### src/rtl/mrq_pkg.sv
// Package for the quarter-turn matrix rotation block.
// Holds shared widths, register indexes and the controller/datapath command types.
// No dependencies.
package mrq_pkg;

  localparam int MAX_DIMENSION = 64;
  localparam int ELEMENT_WIDTH = 64;
  localparam int STORE_DEPTH   = MAX_DIMENSION * MAX_DIMENSION;
  localparam int ADDR_W        = $clog2(STORE_DEPTH);
  localparam int POS_W         = ADDR_W + 1;
  localparam int DIM_W         = $clog2(MAX_DIMENSION) + 1;
  localparam int IDX_W         = $clog2(MAX_DIMENSION);
  localparam int CFG_INDEX_W   = 2;
  localparam int CFG_DATA_W    = 32;
  localparam int TURN_W        = 2;

  localparam logic [CFG_INDEX_W-1:0] REG_ROW_COUNT     = 2'd0;
  localparam logic [CFG_INDEX_W-1:0] REG_COLUMN_COUNT  = 2'd1;
  localparam logic [CFG_INDEX_W-1:0] REG_QUARTER_TURNS = 2'd2;

  localparam logic OP_LOAD = 1'b0;
  localparam logic OP_READ = 1'b1;

  typedef struct packed {
    logic capture;
    logic do_load;
    logic do_unavail;
    logic do_eval;
    logic do_emit;
  } mrq_cmd_t;

  typedef struct packed {
    logic op;
    logic loaded;
  } mrq_sts_t;

endpackage

### src/rtl/mrq_ctrl.sv
// Controller state machine for the quarter-turn matrix rotation block.
// Depends on mrq_pkg for the command and status types.
module mrq_ctrl
  import mrq_pkg::*;
(
  input  logic     clk,
  input  logic     rst_n,
  input  logic     start,
  input  mrq_sts_t sts,
  output logic     busy,
  output mrq_cmd_t cmd
);

  localparam logic [1:0] S_IDLE = 2'd0;
  localparam logic [1:0] S_EXEC = 2'd1;
  localparam logic [1:0] S_READ = 2'd2;
  localparam logic [1:0] S_EMIT = 2'd3;

  logic [1:0] state_r;
  logic [1:0] state_nxt;

  always_comb begin
    state_nxt = state_r;
    cmd       = '0;
    unique case (state_r)
      S_IDLE: begin
        if (start) begin
          cmd.capture = 1'b1;
          state_nxt   = S_EXEC;
        end
      end
      S_EXEC: begin
        if (sts.op == OP_LOAD) begin
          cmd.do_load = 1'b1;
          state_nxt   = S_IDLE;
        end else if (!sts.loaded) begin
          cmd.do_unavail = 1'b1;
          state_nxt      = S_IDLE;
        end else begin
          cmd.do_eval = 1'b1;
          state_nxt   = S_READ;
        end
      end
      S_READ: begin
        state_nxt = S_EMIT;
      end
      S_EMIT: begin
        cmd.do_emit = 1'b1;
        state_nxt   = S_IDLE;
      end
      default: begin
        state_nxt = S_IDLE;
      end
    endcase
  end

  always_ff @(posedge clk) begin
    if (!rst_n) begin
      state_r <= S_IDLE;
    end else begin
      state_r <= state_nxt;
    end
  end

  assign busy = (state_r != S_IDLE);

endmodule

### config.mk
export PLATFORM = sky130hd
export DESIGN_NAME = mrq_ctrl
export DESIGN_NICKNAME = d
export VERILOG_FILES = /design/src/rtl/mrq_pkg.sv /design/src/rtl/mrq_ctrl.sv
export SDC_FILE = /design/constraint.sdc
export NUM_CORES = 1
export LEC_CHECK = 0
export ABC_AREA = 1
export ABC_CLOCK_PERIOD_IN_PS = 800
export BUFFER_PORTS_ARGS = -buffer_cell sky130_fd_sc_hd__buf_2
export CORE_AREA = 10 10 47 49
export CTS_CLUSTER_DIAMETER = 30
export DETAILED_ROUTE_END_ITERATION = 10
export DIE_AREA = 0 0 57 59
export SLEW_MARGIN = 25
export SYNTH_ARGS = -nofsm -noshare
export SYNTH_HDL_FRONTEND = slang
export SYNTH_SLANG_ARGS = --single-unit
### constraint.sdc
create_clock -name clk -period 0.8 [get_ports clk]
set_clock_uncertainty 0.05 [all_clocks]
set_input_delay 0.12 -clock clk [delete_from_list [all_inputs] [get_ports clk]]
set_output_delay 0.12 -clock clk [all_outputs]
set_load 0.1 [all_outputs]
### Yosys cells after proc, flatten, opt, wreduce, memory -nomap -nowiden

Cells that the tools add are included.

* register bits after elaboration: 2
* input bits: 5

* eq/ne operators: 4
* muxes and demuxes: 12
* reduce and logical (&&, ||, !) cells: 2

Operators by type and width (number)
* $mux W2: 4
* $pmux W2 S4: 1
* $mux W1: 6
* $eq A2 B2 Y1 const B: 2
* $mux W3: 1
* $eq A2 B1 Y1 const B: 1
* $logic_not A2 Y1: 1
* $ne A2 B2 Y1 const B: 1
* $reduce_bool A2 Y1: 1

### Depth between registers and ports, before layout

* depth in word-level cells: 3
* gate-level depth with buffers: 4

### Worst setup path after synthesis

No wires, ideal clock.

* kind: register to output
* start point: register (tool-made name)
* end point: output cmd[4] (netlist name)
* arrival: 2446 ps
* required time: 630 ps
* slack: -1816 ps
* stages on the path, launching flop included: 4
* path buffers: 0
* cells stage by stage: dfxtp_1 > inv_1 > nand2_1 > nor2_1

RTL lines
* end, declared: RTL line mrq_ctrl.sv:11 `output mrq_cmd_t cmd`

==> results.cfg <==
[layout]
drive_gt1_share_pct = 85.37
fin_nets = 48
area_delta_synth_final_pct = 263.9
diodes = 0
fillers = 159

[grt]
gr-usage-met2_pct = 4.651
grt_pass1_wl_um = 752
grt_pass1_vias = 204
use_met1_pct = 1.998
grt_remaining_overflow = 0
met3_usage_pct = 2.146
grt_max_degree = 5
antenna_found_initial = 0
grt_util_all_layers_pct = 2.841
busiest_layer = met2

[placed_design]
dp_slack_ps = -266.3
port_buffers = 10
dpl.hpwl_um = 394.6
place.gp.congestion = 0.6559

[clock_network]
clock-root-buffer = clkbuf_4
cts.path.max_buffers = 2
htree_levels = 1
cts_inserted_buffers = 3
clkTransAtPathRegs_ps = 30
ctsHoldBuffers = 0
cts_tree = yes
cts_sinks = 2
clkLatencyLatePin_ps = 220

[detailed_routing]
wl_per_cell_um = 8.123
route.detailed.drc = 0
dr.pass1.iters = 1
initialDrtViolationCount = 0
ant_nets = 0
wirelength_um = 463
via_per_inst = 3.526
vias = 201

[logic_synthesis]
ys_async_sr_fraction_pct = 0
synthesis.nets = 27
synth_area_leaders = dfxtp_1 33%, nand2_1 19%, inv_1 15%
seq_area_frac_synth_pct = 32.99
syn_area_um2 = 121.4
synth_ff_type = dfxtp_1
synth_xor_area_share_pct = 0
synth_cells = 22
yosysTopAreaCellShare_pct = 32.99
synth_edf_count = 0
synth_compound_area_share_pct = 4.124
yosysUniqueCellTypes = 8
synth_most_common_cell = nand2_1
yosys-mux-area-fraction_pct = 0
ys_ff_latch = 2
yosysTopAreaCell = dfxtp_1
synthAdderAreaFrac_pct = 0
synth.top_cells.by_count = 6 x nand2_1, 5 x inv_1, 4 x nor2_1, 2 x dfxtp_1, 2 x nand3_1
synth_warnings = 0
avgSynthCellArea_um2 = 5.517
synthSimpleGateAreaFrac_pct = 44.33
synth_top_family_by_area = simple AND/OR/NAND/NOR gates

[pwr]
vdd_drop_max_v = 0.0004735
p_leak_nw = 0.1908
powerDensity_nw_per_um2 = 1399

[timing]
layout_min_cycle_time_ps = 1239
hold_violations = 0
rsz0062_at_grt = yes
slew_violations = 0
setup_viol = 8
worst_slew_pin_slew_ps = 150.8
clock.fmax_mhz = 806.9
finalCritPeriodShare_pct = 154.9
slew_headroom_pct = 89.95
worst_slack_ps = -439.3
finalSetupTns_ps = -2725

[floorplan]
die_area_um2 = 3363
row_count = 14
dieHeight_um = 59
ios = 11
core_area_um2 = 1401
die_w_um = 57
start_util_pct = 8.661

[outcome]
outcome = finished with violations
violations = setup timing

[worst_setup_path]
critPathLaunchType = flop
crit_arrival_ps = 1070
worstSetupPathType = reg2out
required_ps = 630
endpoint_kind = primary output
crit_fanout = 4

[worst_hold_path]
hp-class = in2reg

[flow_run]
cap_violations = 0
## metal layers
layer	wire length [um]	up-vias
li1	-	103
met1	119	89
met2	253	7
met3	76	2
met4	14	0
met5	0	-
## area by class of cell
cell class	instances	area, um^2	area share (%)
repair buffers	16	196.4	44.48
multi-input cells	14	128.9	29.18
flip-flops and latches	2	42.54	9.632
inverters	6	31.28	7.082
clock buffers	3	22.52	5.099
well taps	16	20.02	4.533
## repair_timing
| action | CTS | global route |
|---|---|---|
| resized for setup | 6 | 4 |
| pin swaps | 2 | 1 |
| setup buffers | 2 | 1 |
| setup endpoints to repair | 6 | 8 |
## final timing paths
check / end / startpoint / cells past startpoint / slack, ps
worst max register to register: flop / state_r[0] / 6 / -170
worst max-delay path: cmd[2] / flop / 4 / -440
worst min register to register: flop / flop / 2 / 460
worst min-delay path: state_r[0] / rst_n / 3 / 100
## where the power goes
group	internal, W	total (W)	leakage [nW]	switching [W]
combinational	0.000111	0.000282	0.160	0.000171
clock	0.000165	0.000223	0.0138	0.0000578
sequential	0.000106	0.000113	0.0172	0.00000637
## stage by stage
stage	instance area [um^2]	cells	total power, W	hold slack (ps)	utilization [%]
2_1_floorplan	178.9	22	0.0002667	185.5	-
3_3_place_gp	361.6	51	0.0003623	321.9	25.80
3_5_place_dp	361.6	51	0.0003638	323.6	25.80
4_1_cts	416.7	56	0.0006169	87.09	29.73
5_1_grt	441.7	57	0.0006505	115.7	31.52
6_report	441.7	57	0.0006181	103.0	31.52
## cells in the final DEF, fill, tap and decap left out
master,Yosys,layout
buf_12,0,6
nor2_4,0,5
buf_2,0,4
nand2_1,6,3
clkbuf_4,0,3
buf_6,0,3
buf_4,0,3
inv_4,0,2
inv_1,5,2
dfxtp_2,0,2
inv_2,1,1
nand2_8,0,1
nand2_2,0,1
nand2_4,0,1
a21oi_2,0,1
nand3_1,2,1
nand3_2,0,1
clkinvlp_4,0,1
## kinds of logic after synthesis
family / Yosys count
buf+inv: 6
simple gates: 13
compound gates: 1
flops: 2
## critical path: stages (launching register included)
cell and delay [ps]:
dfxtp_2 350, nor2_4 140, nand2_2 70, nor2_4 100, buf_12 180
No activity file was read; power rests on OpenSTA's default activity.
